### src/hdl/mnv_pkg.sv
package mnv_pkg;

    localparam int unsigned ChanW  = 8;
    localparam int unsigned CodeW  = 3;
    localparam int unsigned SInW   = 24;
    localparam int unsigned MOutW  = 32;
    localparam logic [ChanW-1:0] ChanMax = 8'd255;
    localparam logic [ChanW-1:0] ChanMid = 8'd128;

    // quadruple codes
    typedef enum logic [CodeW-1:0] {
        Q_CMYW = 3'd0,
        Q_MYGC = 3'd1,
        Q_RGMY = 3'd2,
        Q_KRGB = 3'd3,
        Q_RGBM = 3'd4,
        Q_CMGB = 3'd5
    } t_quad;

    // vertex codes
    typedef enum logic [CodeW-1:0] {
        V_BLACK   = 3'd0,
        V_BLUE    = 3'd1,
        V_GREEN   = 3'd2,
        V_RED     = 3'd3,
        V_CYAN    = 3'd4,
        V_MAGENTA = 3'd5,
        V_YELLOW  = 3'd6,
        V_WHITE   = 3'd7
    } t_vert;

    // comparison results of one pixel, passed from the compare stage
    typedef struct packed {
        t_quad quad;
        logic  r_hi;     // r >= 128
        logic  g_hi;
        logic  b_hi;
        logic  r_gt;     // r > 128
        logic  g_gt;
        logic  b_gt;
        logic  r_ge_g;
        logic  r_ge_b;
        logic  g_ge_b;
        logic  g_ge_r;
        logic  b_ge_r;
        logic  b_ge_g;
        logic  g_gt_br;  // g > b + r
        logic  rbg_ge;   // r - g + b >= 128
    } t_flags;

    // vertex colour as {red, green, blue} on/off bits
    function automatic logic [2:0] vertex_rgb(input t_vert v);
        logic [2:0] c;
        case (v)
            V_BLACK:   c = 3'b000;
            V_BLUE:    c = 3'b001;
            V_GREEN:   c = 3'b010;
            V_RED:     c = 3'b100;
            V_CYAN:    c = 3'b011;
            V_MAGENTA: c = 3'b101;
            V_YELLOW:  c = 3'b110;
            V_WHITE:   c = 3'b111;
            default:   c = 3'b000;
        endcase
        return c;
    endfunction

endpackage

### src/hdl/mnv_cmp.sv
module mnv_cmp
    import mnv_pkg::*;
(
    input  logic             i_clk,
    input  logic             i_rst_n,
    input  logic             i_valid,
    input  logic             i_adv,
    input  logic [ChanW-1:0] i_red,
    input  logic [ChanW-1:0] i_green,
    input  logic [ChanW-1:0] i_blue,
    output logic             o_valid,
    output t_flags           o_flags
);

    logic               r_valid;
    t_flags             r_flags;
    t_flags             n_flags;
    logic [ChanW:0]     w_rg;
    logic [ChanW:0]     w_gb;
    logic [ChanW:0]     w_rb;
    logic [ChanW+1:0]   w_rgb;
    logic [ChanW+1:0]   w_g_mid;

    // form the channel sums
    always_comb begin
        w_rg    = {1'b0, i_red}   + {1'b0, i_green};
        w_gb    = {1'b0, i_green} + {1'b0, i_blue};
        w_rb    = {1'b0, i_red}   + {1'b0, i_blue};
        w_rgb   = {1'b0, w_rg} + {2'b00, i_blue};
        w_g_mid = {2'b00, i_green} + {2'b00, ChanMid};
    end

    // classify the quadruple and compare channels
    always_comb begin
        if (w_rg > {1'b0, ChanMax}) begin
            if (w_gb > {1'b0, ChanMax}) begin
                n_flags.quad = (w_rgb > {1'b0, ChanMax, 1'b0}) ? Q_CMYW : Q_MYGC;
            end else begin
                n_flags.quad = Q_RGMY;
            end
        end else if (w_gb <= {1'b0, ChanMax}) begin
            n_flags.quad = (w_rgb <= {2'b00, ChanMax}) ? Q_KRGB : Q_RGBM;
        end else begin
            n_flags.quad = Q_CMGB;
        end
        n_flags.r_hi    = i_red   >= ChanMid;
        n_flags.g_hi    = i_green >= ChanMid;
        n_flags.b_hi    = i_blue  >= ChanMid;
        n_flags.r_gt    = i_red   >  ChanMid;
        n_flags.g_gt    = i_green >  ChanMid;
        n_flags.b_gt    = i_blue  >  ChanMid;
        n_flags.r_ge_g  = i_red   >= i_green;
        n_flags.r_ge_b  = i_red   >= i_blue;
        n_flags.g_ge_b  = i_green >= i_blue;
        n_flags.g_ge_r  = i_green >= i_red;
        n_flags.b_ge_r  = i_blue  >= i_red;
        n_flags.b_ge_g  = i_blue  >= i_green;
        n_flags.g_gt_br = {1'b0, i_green} > w_rb;
        n_flags.rbg_ge  = {1'b0, w_rb} >= w_g_mid;
    end

    // hold the stage while the next one is full
    always_ff @(posedge i_clk) begin
        if (!i_rst_n) begin
            r_valid <= 1'b0;
        end else if (i_adv) begin
            r_valid <= i_valid;
        end
    end

    always_ff @(posedge i_clk) begin
        if (i_adv) begin
            r_flags <= n_flags;
        end
    end

    assign o_valid = r_valid;
    assign o_flags = r_flags;

endmodule

### src/hdl/mnv_tree.sv
module mnv_tree
    import mnv_pkg::*;
(
    input  logic   i_clk,
    input  logic   i_rst_n,
    input  logic   i_valid,
    input  logic   i_adv,
    input  t_flags i_flags,
    output logic   o_valid,
    output t_quad  o_quad,
    output t_vert  o_vert
);

    logic   r_valid;
    t_quad  r_quad;
    t_vert  r_vert;
    t_vert  n_vert;
    t_flags f;

    assign f = i_flags;

    // walk the comparison tree of the selected quadruple
    always_comb begin
        n_vert = V_BLACK;
        case (f.quad)
            Q_CMYW: begin
                n_vert = V_WHITE;
                if (!f.b_hi && f.r_ge_b && f.g_ge_b) n_vert = V_YELLOW;
                if (!f.g_hi && f.b_ge_g && f.r_ge_g) n_vert = V_MAGENTA;
                if (!f.r_hi && f.b_ge_r && f.g_ge_r) n_vert = V_CYAN;
            end
            Q_MYGC: begin
                n_vert = V_MAGENTA;
                if (f.g_ge_b && f.r_ge_b) n_vert = f.r_hi ? V_YELLOW : V_GREEN;
                if (f.g_ge_r && f.b_ge_r) n_vert = f.b_hi ? V_CYAN : V_GREEN;
            end
            Q_RGMY: begin
                if (f.b_gt) begin
                    if (f.r_gt) n_vert = f.b_ge_g ? V_MAGENTA : V_YELLOW;
                    else        n_vert = f.g_gt_br ? V_GREEN : V_MAGENTA;
                end else if (f.r_hi) begin
                    n_vert = f.g_hi ? V_YELLOW : V_RED;
                end else begin
                    n_vert = f.r_ge_g ? V_RED : V_GREEN;
                end
            end
            Q_KRGB: begin
                n_vert = V_BLACK;
                if (f.b_gt && f.b_ge_r && f.b_ge_g) n_vert = V_BLUE;
                if (f.g_gt && f.g_ge_b && f.g_ge_r) n_vert = V_GREEN;
                if (f.r_gt && f.r_ge_b && f.r_ge_g) n_vert = V_RED;
            end
            Q_RGBM: begin
                n_vert = V_GREEN;
                if (!f.g_ge_r && f.r_ge_b) n_vert = f.b_hi ? V_MAGENTA : V_RED;
                if (!f.g_ge_b && f.b_ge_r) n_vert = f.r_hi ? V_MAGENTA : V_BLUE;
            end
            Q_CMGB: begin
                if (f.b_gt) begin
                    if (f.r_gt) n_vert = f.g_ge_r ? V_CYAN : V_MAGENTA;
                    else        n_vert = f.g_gt ? V_CYAN : V_BLUE;
                end else if (f.r_gt) begin
                    n_vert = f.rbg_ge ? V_MAGENTA : V_GREEN;
                end else begin
                    n_vert = f.g_ge_b ? V_GREEN : V_BLUE;
                end
            end
            default: n_vert = V_BLACK;
        endcase
    end

    // hold the stage while the next one is full
    always_ff @(posedge i_clk) begin
        if (!i_rst_n) begin
            r_valid <= 1'b0;
        end else if (i_adv) begin
            r_valid <= i_valid;
        end
    end

    always_ff @(posedge i_clk) begin
        if (i_adv) begin
            r_quad <= f.quad;
            r_vert <= n_vert;
        end
    end

    assign o_valid = r_valid;
    assign o_quad  = r_quad;
    assign o_vert  = r_vert;

endmodule

### src/hdl/mbvq_nearest_vertex.sv
// Nearest-vertex quantizer for colour error diffusion: each RGB pixel is put
// into one of six minimum-brightness-variation quadruples and mapped to the
// nearest RGB-cube vertex of that quadruple. Three register stages (channel
// sums and compares, quadruple tree, vertex colour) lie between request and
// result; a new pixel is taken every cycle while the output side keeps
// taking results. A stage holds only while every stage after it is full, so
// o_s_tready drops only when all three stages hold data and i_m_tready is
// low.
module mbvq_nearest_vertex
    import mnv_pkg::*;
(
    input  logic             i_clk,
    input  logic             i_rst_n,
    input  logic             i_s_tvalid,
    output logic             o_s_tready,
    input  logic [SInW-1:0]  i_s_tdata,   // red_in[7:0], green_in[15:8], blue_in[23:16]
    output logic             o_m_tvalid,
    input  logic             i_m_tready,
    output logic [MOutW-1:0] o_m_tdata    // quadruple_code[2:0], vertex_code[5:3],
                                          // red_out[13:6], green_out[21:14],
                                          // blue_out[29:22], zero[31:30]
);

    logic             w_adv1;
    logic             w_adv2;
    logic             w_adv3;
    logic             w_v1;
    logic             w_v2;
    t_flags           w_flags;
    t_quad            w_quad;
    t_vert            w_vert;
    logic [2:0]       w_rgb;
    logic             r_valid;
    t_quad            r_quad;
    t_vert            r_vert;
    logic [ChanW-1:0] r_red;
    logic [ChanW-1:0] r_green;
    logic [ChanW-1:0] r_blue;

    // advance a stage when it is empty or the stage after it advances
    assign w_adv3     = !r_valid || i_m_tready;
    assign w_adv2     = !w_v2 || w_adv3;
    assign w_adv1     = !w_v1 || w_adv2;
    assign o_s_tready = w_adv1;

    mnv_cmp u_cmp (
        .i_clk   (i_clk),
        .i_rst_n (i_rst_n),
        .i_valid (i_s_tvalid),
        .i_adv   (w_adv1),
        .i_red   (i_s_tdata[7:0]),
        .i_green (i_s_tdata[15:8]),
        .i_blue  (i_s_tdata[23:16]),
        .o_valid (w_v1),
        .o_flags (w_flags)
    );

    mnv_tree u_tree (
        .i_clk   (i_clk),
        .i_rst_n (i_rst_n),
        .i_valid (w_v1),
        .i_adv   (w_adv2),
        .i_flags (w_flags),
        .o_valid (w_v2),
        .o_quad  (w_quad),
        .o_vert  (w_vert)
    );

    assign w_rgb = vertex_rgb(w_vert);

    // output stage: expand the vertex to full-scale channels
    always_ff @(posedge i_clk) begin
        if (!i_rst_n) begin
            r_valid <= 1'b0;
        end else if (w_adv3) begin
            r_valid <= w_v2;
        end
    end

    always_ff @(posedge i_clk) begin
        if (w_adv3) begin
            r_quad  <= w_quad;
            r_vert  <= w_vert;
            r_red   <= w_rgb[2] ? ChanMax : '0;
            r_green <= w_rgb[1] ? ChanMax : '0;
            r_blue  <= w_rgb[0] ? ChanMax : '0;
        end
    end

    assign o_m_tvalid = r_valid;
    assign o_m_tdata  = {2'b00, r_blue, r_green, r_red, r_vert, r_quad};

    // input stalls only when the whole pipeline is full
    a_stall_full: assert property (@(posedge i_clk) disable iff (!i_rst_n)
        !o_s_tready |-> (r_valid && w_v2 && w_v1 && !i_m_tready))
        else $error("input stalled with a free stage");

    // channels are full scale or zero
    a_chan_levels: assert property (@(posedge i_clk) disable iff (!i_rst_n)
        o_m_tvalid |-> ((r_red == ChanMax || r_red == '0)
                     && (r_green == ChanMax || r_green == '0)
                     && (r_blue == ChanMax || r_blue == '0)))
        else $error("vertex channel not full scale");

    // dark quadruple picks only black or a primary
    a_krgb_vert: assert property (@(posedge i_clk) disable iff (!i_rst_n)
        (o_m_tvalid && r_quad == Q_KRGB) |->
            (r_vert == V_BLACK || r_vert == V_BLUE || r_vert == V_GREEN
             || r_vert == V_RED))
        else $error("KRGB quadruple gave a foreign vertex");

    // bright quadruple picks only white or a secondary
    a_cmyw_vert: assert property (@(posedge i_clk) disable iff (!i_rst_n)
        (o_m_tvalid && r_quad == Q_CMYW) |->
            (r_vert == V_WHITE || r_vert == V_CYAN || r_vert == V_MAGENTA
             || r_vert == V_YELLOW))
        else $error("CMYW quadruple gave a foreign vertex");

endmodule
### config.mk
export PLATFORM = sky130hd
export DESIGN_NAME = mbvq_nearest_vertex
export DESIGN_NICKNAME = d
export VERILOG_FILES = /design/src/hdl/mnv_pkg.sv /design/src/hdl/mnv_cmp.sv /design/src/hdl/mnv_tree.sv /design/src/hdl/mbvq_nearest_vertex.sv
export SDC_FILE = /design/constraint.sdc
export NUM_CORES = 1
export LEC_CHECK = 0
export BUFFER_PORTS_ARGS = -buffer_cell sky130_fd_sc_hd__buf_2
export CELL_PAD_IN_SITES_DETAIL_PLACEMENT = 1
export CELL_PAD_IN_SITES_GLOBAL_PLACEMENT = 1
export CORE_MARGIN = 2
export CORE_UTILIZATION = 27
export DETAILED_ROUTE_END_ITERATION = 6
export PLACE_DENSITY_LB_ADDON = 0.1
export SLEW_MARGIN = 20
export SYNTH_ARGS = -nofsm -noshare
export SYNTH_HDL_FRONTEND = slang
export SYNTH_HIERARCHICAL = 1
export SYNTH_SLANG_ARGS = --single-unit
### constraint.sdc
create_clock -name i_clk -period 2.6 [get_ports i_clk]
set_input_delay 0.26 -clock i_clk [delete_from_list [all_inputs] [get_ports i_clk]]
set_output_delay 0.26 -clock i_clk [all_outputs]
set_load 0.05 [all_outputs]
==> flow_metrics.py <==
metrics = {
    "worst_setup_path": {
        "path_cells": "buf_8 > clkinvlp_4 > buf_6 > fa_2 > o21ba_4 > o21ai_4 > a21oi_2 > xor2_1 > ha_1 > xnor2_2 > nor4_2 > o211ai_1 > a21oi_1 > a41o_1 > o21ai_1",
        "worstSetupEndpointType": "flip-flop",
        "worst_ep_required_time_ps": 2620,
        "worst-r2r-setup-slack_ps": 920,
        "crit_path_top_delay_cell": "fa_2",
        "r2r_start": "u_cmp/o_flags[10]",
        "path_class": "input port to flip-flop",
        "arrival_ps": 2700,
        "path_max_fanout": 2,
        "r2r_cells": 4,
        "cp_slowest_stage_delay_ps": 350,
        "critPathLaunchType": "input port",
        "reg2reg_to": "u_tree/o_vert[0]",
    },
    "routing": {
        "firstDrtPassIters": 4,
        "drc": 0,
        "avgRoutedWirePerCell_um": 16.4,
        "ant_nets": 0,
        "drt_wl_total_um": 11900,
        "via_count": 3429,
        "drt_iter0_drc": 131,
        "vias_per_cell": 4.72,
    },
    "final_layout": {
        "diodes": 0,
        "area_growth_pct": 37.6,
        "nets": 650,
        "final_util": 0.382,
        "finish.instance_area_mm2": 0.00530,
        "fill_cells": 1619,
        "drive_gt1_frac": 0.380,
    },
    "synthesis": {
        "synth_edf_count": 32,
        "yosys-top-cells-area": "edfxtp_1 (25%), ha_1 (23%), buf_4 (4.5%)",
        "yosysTopAreaCell": "edfxtp_1",
        "synth_adder_area_share": 0.261,
        "postSynthAreaPerCell_um2": 9.34,
        "ys.warnings.count": 6,
        "synth_cell_types": 62,
        "syn-cell-area_mm2": 0.00385,
        "synth_top_family_by_area": "adder cells",
        "synthMostInstantiatedCell": "ha_1",
        "synth_seq_cells": 35,
        "ys_seq_area_frac": 0.265,
        "synth_ff_type": "edfxtp_1",
        "synth_xor_area_frac": 0.0364,
        "postSynthCellCount": 412,
        "muxShareOfSynthArea": 0.0143,
        "synth_common_cells": "ha_1 (72), inv_1 (43), a21oi_1 (33)",
        "async_flop_share": 0,
        "synth_simple_gate_area_frac": 0.126,
        "synth_compound_area_frac": 0.202,
        "synth_top_cell_area_share": 0.250,
    },
    "die": {
        "die_width_um": 123,
        "fp.coreArea_mm2": 0.0139,
        "die_area_mm2": 0.0152,
        "initial_core_util": 0.277,
        "rows": 43,
        "die_h_um": 123,
        "io-pin-count": 62,
    },
    "clocking": {
        "cts_buffers": 5,
        "htree_levels": 2,
        "clock_latency_ps": 280,
        "ctsRootBufferMaster": "clkbuf_16",
        "hold_buffers": 0,
        "clk_pin_slew_ps": 50,
        "cts_buffer_depth": 2,
        "clock_sinks": 35,
        "tritoncts": "done",
    },
    "run_status": {
        "status": "finished with violations",
        "violations": "negative setup slack",
    },
    "placed_design": {
        "place_ws_ps": -467,
        "gp_congestion": 0.832,
        "hpwl_um": 10300,
        "dpl_cell_area_mm2": 0.00482,
        "port_buffers": 59,
    },
    "power": {
        "power_switching_mw": 1.77,
        "powerDensity_mw_per_mm2": 712,
        "leakagePower_nw": 2.52,
        "seq_power_share": 0.247,
        "power.total_mw": 3.77,
        "pwr-share-comb": 0.577,
        "ir_drop_uv": 305,
        "p_sw_frac": 0.470,
        "pwr-share-clk": 0.176,
        "p_int_mw": 2.00,
    },
    "job": {
        "cap_viol_max_count": 0,
    },
    "grt": {
        "overflow": 0,
        "grt_pass1_wl_um": 18900,
        "grt_usage": 0.161,
        "grt_max_degree": 14,
        "first_global_vias": 3669,
        "antenna_found_initial": 0,
    },
    "sta": {
        "rsz0062_at_grt": "true",
        "finalSetupViolations": 2,
        "finalHoldViolCount": 0,
        "period_minus_slack_ps": 2680,
        "fmax_mhz": 373,
        "post-route-period-util": 1.03,
        "clock_skew_ps": 5.65,
        "maxSlewViolCount": 0,
        "worst_slack_ps": -80.1,
    },
    "worst_hold_path": {
        "hp-class": "input port to flip-flop",
        "hold_path_end": "o_m_tvalid",
        "worstHoldPathCells": 2,
        "hp-start": "i_rst_n",
    },
}
## registers in the layout (all words and copies together) (netlist names)
signal / flops
r_blue: 1
r_red: 1
u_tree/o_valid: 1
r_quad: 3
r_vert: 3
u_cmp/o_valid: 1
u_cmp/o_flags: 17
r_green: 1
o_m_tvalid: 1
u_tree/o_quad: 3
u_tree/o_vert: 3
## layout make-up
cell class	instances	area (um^2)	area share
multi-input cells	305	2660	0.503
repair buffers	154	1040	0.197
flip-flops and latches	35	1020	0.193
well taps	180	225	0.0425
inverters	45	175	0.0331
clock buffers	5	125	0.0236
clock inverters	3	43.8	0.00827
## timing repair
item,4_1_cts,5_1_grt
setup buffers,5,10
setup endpoints to repair,4,5
pin swaps,19,27
resized for setup,20,24
endpoints found under the hold margin,0,0
## per-stage QoR
step	hold WS (ps)	std cells	setup TNS, ps
6_report	215	727	-153
2_1_floorplan	378	413	-99.9
3_3_place_gp	403	704	-1660
3_5_place_dp	406	704	-1950
4_1_cts	214	717	-125
5_1_grt	221	727	-585
## per-layer routing
| metal | GRT usage | vias up | part of all wire |
|---|---|---|---|
| li1 | - | 1741 | - |
| met1 | 0.195 | 1641 | 0.44 |
| met2 | 0.308 | 37 | 0.54 |
| met3 | 0.0134 | 10 | 0.017 |
| met4 | 0.0327 | 0 | 0.0094 |
| met5 | 0 | - | 0 |
## worst max-delay path by stage
| stage | startpoint | end | slack, ps | depth (start not counted) |
|---|---|---|---|---|
| 3_3_place_gp | i_s_tdata[1] | u_cmp/o_flags[0] | -440 | 13 |
| 6_report | i_s_tdata[1] | u_cmp/o_flags[14] | -80 | 15 |
| 5_1_grt | i_s_tdata[1] | u_cmp/o_flags[14] | -300 | 15 |
| 4_1_cts | i_s_tdata[1] | u_cmp/o_flags[14] | -130 | 14 |
| 3_5_place_dp | i_s_tdata[0] | u_cmp/o_flags[14] | -470 | 15 |
| 2_1_floorplan | i_s_tdata[1] | u_cmp/o_flags[14] | -100 | 14 |
## power groups by stage
stage          clock network [mW]  logic (mW)  registers [mW]
4_1_cts                     0.682        2.11           0.939
3_3_place_gp                    0        2.05           0.942
3_5_place_dp                    0        2.06           0.949
6_report                    0.662        2.18           0.933
2_1_floorplan                   0        1.45            1.11
5_1_grt                     0.699        2.35           0.965
## logic make-up (layout without fill, tap and decap cells)
| family | Yosys count | in the layout |
|---|---|---|
| muxes | 5 | 5 |
| AOI/OAI and AO/OA | 114 | 114 |
| adders and majority gates | 78 | 78 |
| xor gates and xnor gates | 16 | 16 |
| buffers and inverters | 73 | 207 |
| other | 1 | 2 |
| DFF | 35 | 35 |
| and+or+nand+nor | 90 | 90 |
## layout by cell type (no fill, tap or decap), drive strengths merged, types with 5 or more instances in the layout
cell type  Yosys  layout
a21oi         33      33
nand2b        10      10
nor2b         12      12
o21a           5       5
buf           23     154
ha            72      72
nand4          7       7
a21o           6       6
xor2           5       5
xnor2         11      11
nand2         17      17
o21ai         17      17
nor3          11      11
nand3          5       5
o211ai         8       8
o21bai         9       9
nor2          11      11
clkbuf         5       5
edfxtp        32      32
inv           45      44
## worst max-delay path: cells and delay by family
family          cells  cell delay, ps
compound gates      7             990
fa+ha+maj           2             700
buf+inv             3             320
xor+xnor            2             300
simple gates        1             140
Note: power is estimated with default switching activity, not from simulation.
